--- src/rtl/cssd_pkg.sv ---
// ----------------------------------------------------------------------------
// cssd_pkg
// Types, constants and 8b10b code functions shared by the decoder modules.
// ----------------------------------------------------------------------------
package cssd_pkg;

    localparam int unsigned WORD_W  = 10;
    localparam int unsigned BYTE_W  = 8;
    localparam int unsigned DIST_W  = 4;
    localparam int unsigned CFG_IDX_W = 1;
    localparam int unsigned CFG_DATA_W = 10;

    localparam logic [CFG_IDX_W-1:0] REG_COMMA = 1'd0;
    localparam logic [CFG_IDX_W-1:0] REG_FRAME = 1'd1;

    localparam logic [WORD_W-1:0] COMMA_RESET = 10'd250;
    localparam logic [BYTE_W-1:0] FRAME_RESET = 8'd255;

    localparam logic KIND_COMMA = 1'b0;
    localparam logic KIND_BYTE  = 1'b1;

    localparam logic [DIST_W-1:0] NO_DIST = 4'd11;
    localparam logic [3:0] LAST_PHASE = 4'd9;

    localparam logic [5:0] SIX_MINUS [32] = '{
        6'h27, 6'h1D, 6'h2D, 6'h31, 6'h35, 6'h29, 6'h19, 6'h38,
        6'h39, 6'h25, 6'h15, 6'h34, 6'h0D, 6'h2C, 6'h1C, 6'h17,
        6'h1B, 6'h23, 6'h13, 6'h32, 6'h0B, 6'h2A, 6'h1A, 6'h3A,
        6'h33, 6'h26, 6'h16, 6'h36, 6'h0E, 6'h2E, 6'h1E, 6'h2B
    };

    localparam logic [3:0] FOUR_MINUS [8] = '{
        4'hB, 4'h9, 4'h5, 4'hC, 4'hD, 4'hA, 4'h6, 4'hE
    };

    typedef struct packed {
        logic              kind;
        logic [WORD_W-1:0] word;
        logic [BYTE_W-1:0] idx;
        logic              last;
    } entry_t;

    function automatic logic [DIST_W-1:0] ones10(input logic [WORD_W-1:0] v);
        logic [DIST_W-1:0] n;
        n = '0;
        for (int i = 0; i < WORD_W; i++)
        begin
            n = n + {3'd0, v[i]};
        end
        return n;
    endfunction

    function automatic logic [WORD_W-1:0] code_word(input logic [BYTE_W-1:0] b,
                                                    input logic rd_plus);
        logic [4:0] x;
        logic [2:0] y;
        logic [5:0] six;
        logic [3:0] four;
        logic       unbal;
        logic       rd;
        logic       alt;
        x     = b[4:0];
        y     = b[7:5];
        six   = SIX_MINUS[x];
        unbal = ones10({4'd0, six}) != 4'd3;
        rd    = rd_plus;
        if (rd && (unbal || x == 5'd7))
        begin
            six = ~six;
        end
        if (unbal)
        begin
            rd = ~rd;
        end
        if (y == 3'd7)
        begin
            alt = (!rd && (x == 5'd17 || x == 5'd18 || x == 5'd20)) ||
                  (rd && (x == 5'd11 || x == 5'd13 || x == 5'd14));
            four = alt ? 4'h7 : 4'hE;
            if (rd)
            begin
                four = ~four;
            end
        end
        else
        begin
            four = FOUR_MINUS[y];
            if (rd && (ones10({6'd0, four}) != 4'd2 || y == 3'd3))
            begin
                four = ~four;
            end
        end
        return {six, four};
    endfunction

endpackage

--- src/rtl/cssd_if.sv ---
// ----------------------------------------------------------------------------
// cssd interfaces
// Bit input, result output and configuration write channels.
// ----------------------------------------------------------------------------
interface cssd_bit_if;
    logic valid;
    logic ready;
    logic in_bit;
    modport source (output valid, output in_bit, input ready);
    modport sink (input valid, input in_bit, output ready);
endinterface

interface cssd_evt_if;
    logic                       valid;
    logic                       ready;
    logic                       event_kind;
    logic [cssd_pkg::BYTE_W-1:0] data_byte;
    logic                       erased;
    logic [cssd_pkg::DIST_W-1:0] distance;
    logic [cssd_pkg::BYTE_W-1:0] byte_index;
    logic [cssd_pkg::BYTE_W-1:0] erasure_count;
    logic                       last_of_frame;
    modport source (output valid, output event_kind, output data_byte, output erased,
                    output distance, output byte_index, output erasure_count,
                    output last_of_frame, input ready);
    modport sink (input valid, input event_kind, input data_byte, input erased,
                  input distance, input byte_index, input erasure_count,
                  input last_of_frame, output ready);
endinterface

interface cssd_cfg_if;
    logic                            valid;
    logic                            ready;
    logic [cssd_pkg::CFG_IDX_W-1:0]  index;
    logic [cssd_pkg::CFG_DATA_W-1:0] data;
    modport source (output valid, output index, output data, input ready);
    modport sink (input valid, input index, input data, output ready);
endinterface

--- src/rtl/cssd_front.sv ---
// ----------------------------------------------------------------------------
// cssd_front
// Comma hunt, word framing and frame counting; pushes transactions to queue.
// ----------------------------------------------------------------------------
module cssd_front #(
    parameter int unsigned MAX_FRAME = 255
) (
    input  logic                          clk,
    input  logic                          rst_n,
    input  logic                          bit_valid,
    input  logic                          bit_val,
    input  logic                          q_full,
    output logic                          bit_ready,
    input  logic [cssd_pkg::WORD_W-1:0]   comma,
    input  logic [cssd_pkg::BYTE_W-1:0]   frame_len,
    output logic                          push,
    output cssd_pkg::entry_t              push_entry
);

    localparam logic [cssd_pkg::BYTE_W-1:0] MAXF = cssd_pkg::BYTE_W'(MAX_FRAME);

    logic [cssd_pkg::WORD_W-1:0] hunt_reg, hunt_next;
    logic [cssd_pkg::WORD_W-1:0] word_reg, word_next;
    logic                        dec_reg, dec_next;
    logic [3:0]                  phase_reg, phase_next;
    logic [cssd_pkg::BYTE_W-1:0] count_reg, count_next;
    logic [cssd_pkg::BYTE_W-1:0] fw;
    logic [cssd_pkg::BYTE_W:0]   count_inc;
    logic                        acc;
    logic                        last;

    assign bit_ready = !q_full;
    assign acc       = bit_valid && bit_ready;
    assign count_inc = {1'b0, count_reg} + 9'd1;

    always_comb
    begin
        fw = frame_len;
        if (fw == '0)
        begin
            fw = 8'd1;
        end
        if (fw > MAXF)
        begin
            fw = MAXF;
        end
    end

    assign last = count_inc >= {1'b0, fw};

    always_comb
    begin
        hunt_next  = hunt_reg;
        word_next  = word_reg;
        dec_next   = dec_reg;
        phase_next = phase_reg;
        count_next = count_reg;
        push       = 1'b0;
        push_entry = '{kind: cssd_pkg::KIND_COMMA, word: word_reg, idx: count_reg, last: 1'b0};
        if (acc)
        begin
            if (!dec_reg)
            begin
                hunt_next = {hunt_reg[cssd_pkg::WORD_W-2:0], bit_val};
                if (hunt_next == comma || hunt_next == ~comma)
                begin
                    dec_next   = 1'b1;
                    phase_next = '0;
                    word_next  = '0;
                    count_next = '0;
                    push       = 1'b1;
                    push_entry = '{kind: cssd_pkg::KIND_COMMA, word: '0, idx: '0, last: 1'b0};
                end
            end
            else
            begin
                word_next = {word_reg[cssd_pkg::WORD_W-2:0], bit_val};
                if (phase_reg < cssd_pkg::LAST_PHASE)
                begin
                    phase_next = phase_reg + 4'd1;
                end
                else
                begin
                    phase_next = '0;
                    push       = 1'b1;
                    push_entry = '{kind: cssd_pkg::KIND_BYTE, word: word_next,
                                   idx: count_reg, last: last};
                    if (last)
                    begin
                        dec_next   = 1'b0;
                        count_next = '0;
                    end
                    else
                    begin
                        count_next = count_inc[cssd_pkg::BYTE_W-1:0];
                    end
                end
            end
        end
    end

    always_ff @(posedge clk or negedge rst_n)
    begin
        if (!rst_n)
        begin
            hunt_reg  <= '0;
            word_reg  <= '0;
            dec_reg   <= 1'b0;
            phase_reg <= '0;
            count_reg <= '0;
        end
        else
        begin
            hunt_reg  <= hunt_next;
            word_reg  <= word_next;
            dec_reg   <= dec_next;
            phase_reg <= phase_next;
            count_reg <= count_next;
        end
    end

endmodule

--- src/rtl/cssd_queue.sv ---
// ----------------------------------------------------------------------------
// cssd_queue
// Two-entry FIFO between the framing front and the search back.
// ----------------------------------------------------------------------------
module cssd_queue (
    input  logic             clk,
    input  logic             rst_n,
    input  logic             push,
    input  cssd_pkg::entry_t push_entry,
    output logic             full,
    input  logic             pop,
    output logic             not_empty,
    output cssd_pkg::entry_t head
);

    cssd_pkg::entry_t mem_reg [2];
    logic       wr_reg, wr_next;
    logic       rd_reg, rd_next;
    logic [1:0] cnt_reg, cnt_next;

    assign full      = cnt_reg == 2'd2;
    assign not_empty = cnt_reg != 2'd0;
    assign head      = mem_reg[rd_reg];

    always_comb
    begin
        wr_next  = push ? ~wr_reg : wr_reg;
        rd_next  = pop ? ~rd_reg : rd_reg;
        cnt_next = cnt_reg + {1'b0, push} - {1'b0, pop};
    end

    always_ff @(posedge clk)
    begin
        if (push)
        begin
            mem_reg[wr_reg] <= push_entry;
        end
    end

    always_ff @(posedge clk or negedge rst_n)
    begin
        if (!rst_n)
        begin
            wr_reg  <= 1'b0;
            rd_reg  <= 1'b0;
            cnt_reg <= '0;
        end
        else
        begin
            wr_reg  <= wr_next;
            rd_reg  <= rd_next;
            cnt_reg <= cnt_next;
        end
    end

endmodule

--- src/rtl/cssd_back.sv ---
// ----------------------------------------------------------------------------
// cssd_back
// Nearest code word search, one candidate per cycle, and result register.
// ----------------------------------------------------------------------------
module cssd_back (
    input  logic             clk,
    input  logic             rst_n,
    input  logic             q_valid,
    input  cssd_pkg::entry_t q_head,
    output logic             pop,
    cssd_evt_if.source       evt
);

    localparam logic [1:0] ST_IDLE   = 2'd0;
    localparam logic [1:0] ST_SEARCH = 2'd1;
    localparam logic [1:0] ST_DONE   = 2'd2;

    logic [1:0]                  st_reg, st_next;
    cssd_pkg::entry_t            ent_reg, ent_next;
    logic [8:0]                  cand_reg, cand_next;
    logic [cssd_pkg::BYTE_W-1:0] best_reg, best_next;
    logic [cssd_pkg::DIST_W-1:0] bestd_reg, bestd_next;
    logic [cssd_pkg::BYTE_W-1:0] er_reg, er_next;
    logic                        ov_reg, ov_next;
    logic                        ok_reg, ok_next;
    logic [cssd_pkg::BYTE_W-1:0] ob_reg, ob_next;
    logic                        oe_reg, oe_next;
    logic [cssd_pkg::DIST_W-1:0] od_reg, od_next;
    logic [cssd_pkg::BYTE_W-1:0] oi_reg, oi_next;
    logic [cssd_pkg::BYTE_W-1:0] oc_reg, oc_next;
    logic                        ol_reg, ol_next;
    logic [cssd_pkg::DIST_W-1:0] d;
    logic                        slot_free;

    assign d = cssd_pkg::ones10(ent_reg.word ^ cssd_pkg::code_word(cand_reg[7:0], cand_reg[8]));
    assign slot_free = !ov_reg || evt.ready;
    assign pop = (st_reg == ST_IDLE) && q_valid;

    always_comb
    begin
        st_next    = st_reg;
        ent_next   = ent_reg;
        cand_next  = cand_reg;
        best_next  = best_reg;
        bestd_next = bestd_reg;
        er_next    = er_reg;
        ov_next    = ov_reg && !evt.ready;
        ok_next    = ok_reg;
        ob_next    = ob_reg;
        oe_next    = oe_reg;
        od_next    = od_reg;
        oi_next    = oi_reg;
        oc_next    = oc_reg;
        ol_next    = ol_reg;
        unique case (st_reg)
            ST_IDLE:
            begin
                if (q_valid)
                begin
                    ent_next   = q_head;
                    cand_next  = '0;
                    best_next  = '0;
                    bestd_next = cssd_pkg::NO_DIST;
                    st_next    = (q_head.kind == cssd_pkg::KIND_BYTE) ? ST_SEARCH : ST_DONE;
                end
            end
            ST_SEARCH:
            begin
                if (d < bestd_reg)
                begin
                    bestd_next = d;
                    best_next  = cand_reg[7:0];
                end
                cand_next = cand_reg + 9'd1;
                if (d == '0 || cand_reg == 9'h1FF)
                begin
                    st_next = ST_DONE;
                end
            end
            ST_DONE:
            begin
                if (slot_free)
                begin
                    ov_next = 1'b1;
                    st_next = ST_IDLE;
                    if (ent_reg.kind == cssd_pkg::KIND_COMMA)
                    begin
                        er_next = '0;
                        ok_next = cssd_pkg::KIND_COMMA;
                        ob_next = '0;
                        oe_next = 1'b0;
                        od_next = '0;
                        oi_next = '0;
                        oc_next = '0;
                        ol_next = 1'b0;
                    end
                    else
                    begin
                        if (bestd_reg != '0 && er_reg != 8'hFF)
                        begin
                            er_next = er_reg + 8'd1;
                        end
                        ok_next = cssd_pkg::KIND_BYTE;
                        ob_next = best_reg;
                        oe_next = bestd_reg != '0;
                        od_next = bestd_reg;
                        oi_next = ent_reg.idx;
                        oc_next = er_next;
                        ol_next = ent_reg.last;
                    end
                end
            end
            default:
            begin
                st_next = ST_IDLE;
            end
        endcase
    end

    always_ff @(posedge clk)
    begin
        ent_reg   <= ent_next;
        cand_reg  <= cand_next;
        best_reg  <= best_next;
        bestd_reg <= bestd_next;
        ok_reg    <= ok_next;
        ob_reg    <= ob_next;
        oe_reg    <= oe_next;
        od_reg    <= od_next;
        oi_reg    <= oi_next;
        oc_reg    <= oc_next;
        ol_reg    <= ol_next;
    end

    always_ff @(posedge clk or negedge rst_n)
    begin
        if (!rst_n)
        begin
            st_reg <= ST_IDLE;
            er_reg <= '0;
            ov_reg <= 1'b0;
        end
        else
        begin
            st_reg <= st_next;
            er_reg <= er_next;
            ov_reg <= ov_next;
        end
    end

    assign evt.valid         = ov_reg;
    assign evt.event_kind    = ok_reg;
    assign evt.data_byte     = ob_reg;
    assign evt.erased        = oe_reg;
    assign evt.distance      = od_reg;
    assign evt.byte_index    = oi_reg;
    assign evt.erasure_count = oc_reg;
    assign evt.last_of_frame = ol_reg;

endmodule

--- src/rtl/comma_sync_soft_8b10b_decoder_core.sv ---
// ----------------------------------------------------------------------------
// comma_sync_soft_8b10b_decoder_core
// 8b10b receiver with comma hunt and nearest code word decoding.
// ----------------------------------------------------------------------------
// bits:   one received bit per transaction, oldest first.
// cfg:    register writes (0 = comma pattern, 1 = frame length), ready always
//         high; write only while the block is idle.
// events: one transaction per comma found or per decoded 10-bit word.
// The front hunts for the comma and frames words; a two-entry queue feeds the
// back, which scans the 512 RD-/RD+ code words one per cycle and stops at the
// first exact match, then loads the result register; a comma event goes straight
// to the result register without a scan. Bits are taken one per cycle while the
// queue has room.
// Reset clears all framing state and restores the register defaults.
// When the event receiver stalls, the result register holds, the back waits,
// the queue fills and bits stop being accepted.
// ----------------------------------------------------------------------------
module comma_sync_soft_8b10b_decoder_core #(
    parameter int unsigned MAX_FRAME = 255
) (
    input  logic         clk,
    input  logic         rst_n,
    cssd_cfg_if.sink     cfg,
    cssd_bit_if.sink     bits,
    cssd_evt_if.source   events
);

    logic [cssd_pkg::WORD_W-1:0] comma_reg;
    logic [cssd_pkg::BYTE_W-1:0] frame_reg;
    logic                        q_full;
    logic                        q_valid;
    logic                        push;
    logic                        pop;
    cssd_pkg::entry_t            push_entry;
    cssd_pkg::entry_t            head;

    assign cfg.ready = 1'b1;

    always_ff @(posedge clk or negedge rst_n)
    begin
        if (!rst_n)
        begin
            comma_reg <= cssd_pkg::COMMA_RESET;
            frame_reg <= cssd_pkg::FRAME_RESET;
        end
        else if (cfg.valid)
        begin
            unique case (cfg.index)
                cssd_pkg::REG_COMMA: comma_reg <= cfg.data;
                cssd_pkg::REG_FRAME: frame_reg <= cfg.data[cssd_pkg::BYTE_W-1:0];
                default: ;
            endcase
        end
    end

    cssd_front #(.MAX_FRAME(MAX_FRAME)) u_front (
        .clk        (clk),
        .rst_n      (rst_n),
        .bit_valid  (bits.valid),
        .bit_val    (bits.in_bit),
        .q_full     (q_full),
        .bit_ready  (bits.ready),
        .comma      (comma_reg),
        .frame_len  (frame_reg),
        .push       (push),
        .push_entry (push_entry)
    );

    cssd_queue u_queue (
        .clk        (clk),
        .rst_n      (rst_n),
        .push       (push),
        .push_entry (push_entry),
        .full       (q_full),
        .pop        (pop),
        .not_empty  (q_valid),
        .head       (head)
    );

    cssd_back u_back (
        .clk     (clk),
        .rst_n   (rst_n),
        .q_valid (q_valid),
        .q_head  (head),
        .pop     (pop),
        .evt     (events)
    );

endmodule

--- src/flat_wrapper.sv ---
// flat-port wrapper written by rule: the top's interface ports become plain ports
module comma_sync_soft_8b10b_decoder_core_flat 
#(
    parameter int unsigned MAX_FRAME = 255
)
  (clk, rst_n, cfg_valid, cfg_index, cfg_data, cfg_ready, bits_valid, bits_in_bit, bits_ready, events_valid, events_event_kind, events_data_byte, events_erased, events_distance, events_byte_index, events_erasure_count, events_last_of_frame, events_ready);
  cssd_cfg_if cfg_i ();
  cssd_bit_if bits_i ();
  cssd_evt_if events_i ();
  input  logic clk;
  input  logic rst_n;
  input wire logic [$bits(cfg_i.valid)-1:0] cfg_valid;
  input wire logic [$bits(cfg_i.index)-1:0] cfg_index;
  input wire logic [$bits(cfg_i.data)-1:0] cfg_data;
  output wire logic [$bits(cfg_i.ready)-1:0] cfg_ready;
  input wire logic [$bits(bits_i.valid)-1:0] bits_valid;
  input wire logic [$bits(bits_i.in_bit)-1:0] bits_in_bit;
  output wire logic [$bits(bits_i.ready)-1:0] bits_ready;
  output wire logic [$bits(events_i.valid)-1:0] events_valid;
  output wire logic [$bits(events_i.event_kind)-1:0] events_event_kind;
  output wire logic [$bits(events_i.data_byte)-1:0] events_data_byte;
  output wire logic [$bits(events_i.erased)-1:0] events_erased;
  output wire logic [$bits(events_i.distance)-1:0] events_distance;
  output wire logic [$bits(events_i.byte_index)-1:0] events_byte_index;
  output wire logic [$bits(events_i.erasure_count)-1:0] events_erasure_count;
  output wire logic [$bits(events_i.last_of_frame)-1:0] events_last_of_frame;
  input wire logic [$bits(events_i.ready)-1:0] events_ready;
  assign cfg_i.valid = cfg_valid;
  assign cfg_i.index = cfg_index;
  assign cfg_i.data = cfg_data;
  assign cfg_ready = cfg_i.ready;
  assign bits_i.valid = bits_valid;
  assign bits_i.in_bit = bits_in_bit;
  assign bits_ready = bits_i.ready;
  assign events_valid = events_i.valid;
  assign events_event_kind = events_i.event_kind;
  assign events_data_byte = events_i.data_byte;
  assign events_erased = events_i.erased;
  assign events_distance = events_i.distance;
  assign events_byte_index = events_i.byte_index;
  assign events_erasure_count = events_i.erasure_count;
  assign events_last_of_frame = events_i.last_of_frame;
  assign events_i.ready = events_ready;
  comma_sync_soft_8b10b_decoder_core #(.MAX_FRAME(MAX_FRAME)) u_core (.clk(clk), .rst_n(rst_n), .cfg(cfg_i), .bits(bits_i), .events(events_i));
endmodule
--- config.mk ---
export PLATFORM = sky130hd
export DESIGN_NAME = comma_sync_soft_8b10b_decoder_core_flat
export DESIGN_NICKNAME = d
export VERILOG_FILES = /design/src/rtl/cssd_pkg.sv /design/src/rtl/cssd_if.sv /design/src/rtl/cssd_front.sv /design/src/rtl/cssd_queue.sv /design/src/rtl/cssd_back.sv /design/src/rtl/comma_sync_soft_8b10b_decoder_core.sv /design/src/flat_wrapper.sv
export SDC_FILE = /design/constraint.sdc
export NUM_CORES = 1
export LEC_CHECK = 0
export ABC_AREA = 1
export BUFFER_PORTS_ARGS = -buffer_cell sky130_fd_sc_hd__buf_2
export CAP_MARGIN = 40
export CORE_ASPECT_RATIO = 0.5
export CORE_MARGIN = 4
export CORE_UTILIZATION = 60
export DETAILED_ROUTE_END_ITERATION = 16
export PLACE_DENSITY = 0.89
export SKIP_LAST_GASP = 1
export SLEW_MARGIN = 20
export SYNTH_ARGS = -nofsm -noshare
export SYNTH_HDL_FRONTEND = slang
export SYNTH_SLANG_ARGS = --single-unit
--- constraint.sdc ---
create_clock -name clk -period 10.7 [get_ports clk]
set_input_delay 3.21 -clock clk [delete_from_list [all_inputs] [get_ports clk]]
set_output_delay 3.21 -clock clk [all_outputs]
set_load 0.03 [all_outputs]
==> flow_summary.ini <==
[detailed_routing]
vias = 6797
drc = 0
ant_nets = 0
vias_per_cell = 5.360
wl_per_cell_um = 14.43
first_iter_violations = 658
drt-total-wl_mm = 18.29
firstDrtPassIters = 7

[synthesis]
synthArstFlopShare = 0.3672
netlist_area_um2 = 9170
synth_nets = 1066
synth_seq_area_share = 0.5460
yosys.area.top_type = edfxtp_1
yosys_warnings = 0
synth_cells = 1007
yosysUniqueCellTypes = 46
synthTopCellsByArea = edfxtp_1 37%, dfrtp_1 14%, nand2_1 13%, inv_1 6.3%, ha_1 4.4%
synth_edf_count = 112
synth_top_area_share = 0.3668
ys_seq_elements = 177
synth_flop_cell = edfxtp_1
syn_avg_cell_area_um2 = 9.106

[critical_path]
r2r-end = u_core.u_back.best_reg[5]$_SDFFCE_PN0P_
crit_path_max_incr_delay_ps = 560
end_kind = flip-flop
path_class = reg2reg
rr_worst_depth = 38
cp_max_fo = 12
cp-start-kind = flip-flop
cpMaxStageDelayCell = fa_1
crit-reg2reg-launch = u_core.u_back.cand_reg[0]$_SDFFCE_PN0P_
crit_path_frequent_cell = inv_1
r2r_slack_ps = 2420
arrival_ps = 8410
cp.required_ps = 10830

[clock_network]
clkLatencyLatePin_ps = 430
cts_tree = done
cts_buffers = 17
clkSinkCount = 177
ctsResizeCount = 0
post_cts_buffers = 0
ctsHoldBuffers = 0
cts_buffer_depth = 2
cts_root_buffer = clkbuf_16
ctsHtreeMaxLevel = 4
clkTransAtPathRegs_ps = 70

[cells_and_area]
largest_reg_flops = 40
num_antenna_cells = 0
drive_gt1_frac = 0.1262
seqCellArea_um2 = 5007
multiInputGateArea_um2 = 3421
fin_nets = 1116
syn_to_final_growth_pct = 11.72
fillers = 1013
layout_commonest_cell = nand2_1
layout_common_cells = 326 x nand2_1, 154 x inv_1, 112 x edfxtp_1

[timing]
hold_ws_ps = 497.2
drv_slew = 0
fin_crit_sh = 0.7740
setup_violations = 0
final_hold_viol_count = 0
fmax_ghz = 0.1208
rsz0062_at_grt = false
layout_setup_ws_ps = 2419
period_minus_slack_ps = 8281
relSlewSlack = 0.4638
final.setup_skew_ps = 10.61
max_slew.worst_pin.slew_ps = 803.4
tns_ps = 0

[global_routing]
grtUsageTotal = 0.2186
grt_pass1_wl_mm = 30.49
grt_max_degree = 66
first_global_vias = 6562
grt_overflow = 0
antenna_found_initial = 0

[floorplanning]
fp.dieH_um = 95.42
initial_utilization = 0.6238
io_pins = 51
fp.dieW_um = 182.8
core_um2 = 14700
die_area_um2 = 17450
rows = 31

[place]
dpl.hpwl_mm = 12.28
dp_slack_ps = 2652
place_congestion = 0.8997
io_buffers = 49

[run]
max_cap_viol_count = 0

[hold_path]
hold_class = reg2reg
hold_depth = 2
min_to = u_core.frame_reg[0]$_DFFE_PN1P_
min_from = u_core.frame_reg[0]$_DFFE_PN1P_

[run_status]
outcome = completed
[synth_stat cells (all sizes together) (6+ instances only)]
library cell / number
a21oi: 19
buf: 13
clkbuf: 13
dfrtp: 51
dfstp: 14
edfxtp: 112
fa: 10
ha: 32
inv: 162
nand2: 332
nand3: 67
nand4: 6
nor2: 61
o21ai: 46
xnor2: 7
xor2: 24
[logic make-up after synthesis]
family                     after synthesis  synth area share
and+or+nand+nor                        475            0.2189
buffers and inverters                  189           0.08146
DFF                                    177            0.5460
AOI/OAI and AO/OA                       91           0.05690
adders and majority gates               42           0.06549
xor gates and xnor gates                31           0.02961
other                                    1         0.0004089
muxes                                    1          0.001228
[critical path, delay by kind of cell (launching register included)]
kind | cells | cell delay (ps)
AOI/OAI and AO/OA | 5 | 620
buffers and inverters | 10 | 900
adders and majority gates | 11 | 4380
DFF | 1 | 490
and+or+nand+nor | 10 | 1110
xor gates and xnor gates | 2 | 500
[metal layers]
layer / wire (um) / GRT usage
met5: 0 / 0
met4: 502 / 0.09294
met3: 1054 / 0.04649
met2: 9032 / 0.3838
met1: 7702 / 0.2676
[cell type report]
type / instances / share of cell area
well taps: 198 / 0.02418
repair buffers: 57 / 0.03493
clock buffers: 21 / 0.04592
flip-flops and latches: 177 / 0.4888
multi-input cells: 641 / 0.3339
clock inverters: 11 / 0.01258
inverters: 163 / 0.05972
[stage by stage]
step	area, um2	util	cells
2_1_floorplan	9170	-	1007
3_3_place_gp	9563	0.6505	1232
3_5_place_dp	9610	0.6538	1234
4_1_cts	10210	0.6945	1266
5_1_grt	10240	0.6969	1268
6_report	10240	0.6969	1268
[worst max path at each step]
stage	startpoint	cells after the start	to	slack, ps
global placement	u_core.u_back.cand_reg[0]$_SDFFCE_PN0P_	39	u_core.u_back.best_reg[0]$_SDFFCE_PN0P_	3040
CTS	u_core.u_back.cand_reg[0]$_SDFFCE_PN0P_	38	u_core.u_back.best_reg[5]$_SDFFCE_PN0P_	2500
global route	u_core.u_back.cand_reg[0]$_SDFFCE_PN0P_	38	u_core.u_back.bestd_reg[0]$_SDFFCE_PN1P_	1970
finish	u_core.u_back.cand_reg[0]$_SDFFCE_PN0P_	38	u_core.u_back.best_reg[5]$_SDFFCE_PN0P_	2420
floorplan	u_core.u_back.cand_reg[0]$_SDFFCE_PN0P_	38	u_core.u_back.best_reg[0]$_SDFFCE_PN0P_	2660
detailed placement	u_core.u_back.cand_reg[0]$_SDFFCE_PN0P_	39	u_core.u_back.best_reg[2]$_SDFFCE_PN0P_	2650
Power is not shown: default switching activity piles up to over one toggle a cycle in this logic, so the estimate is an artifact.
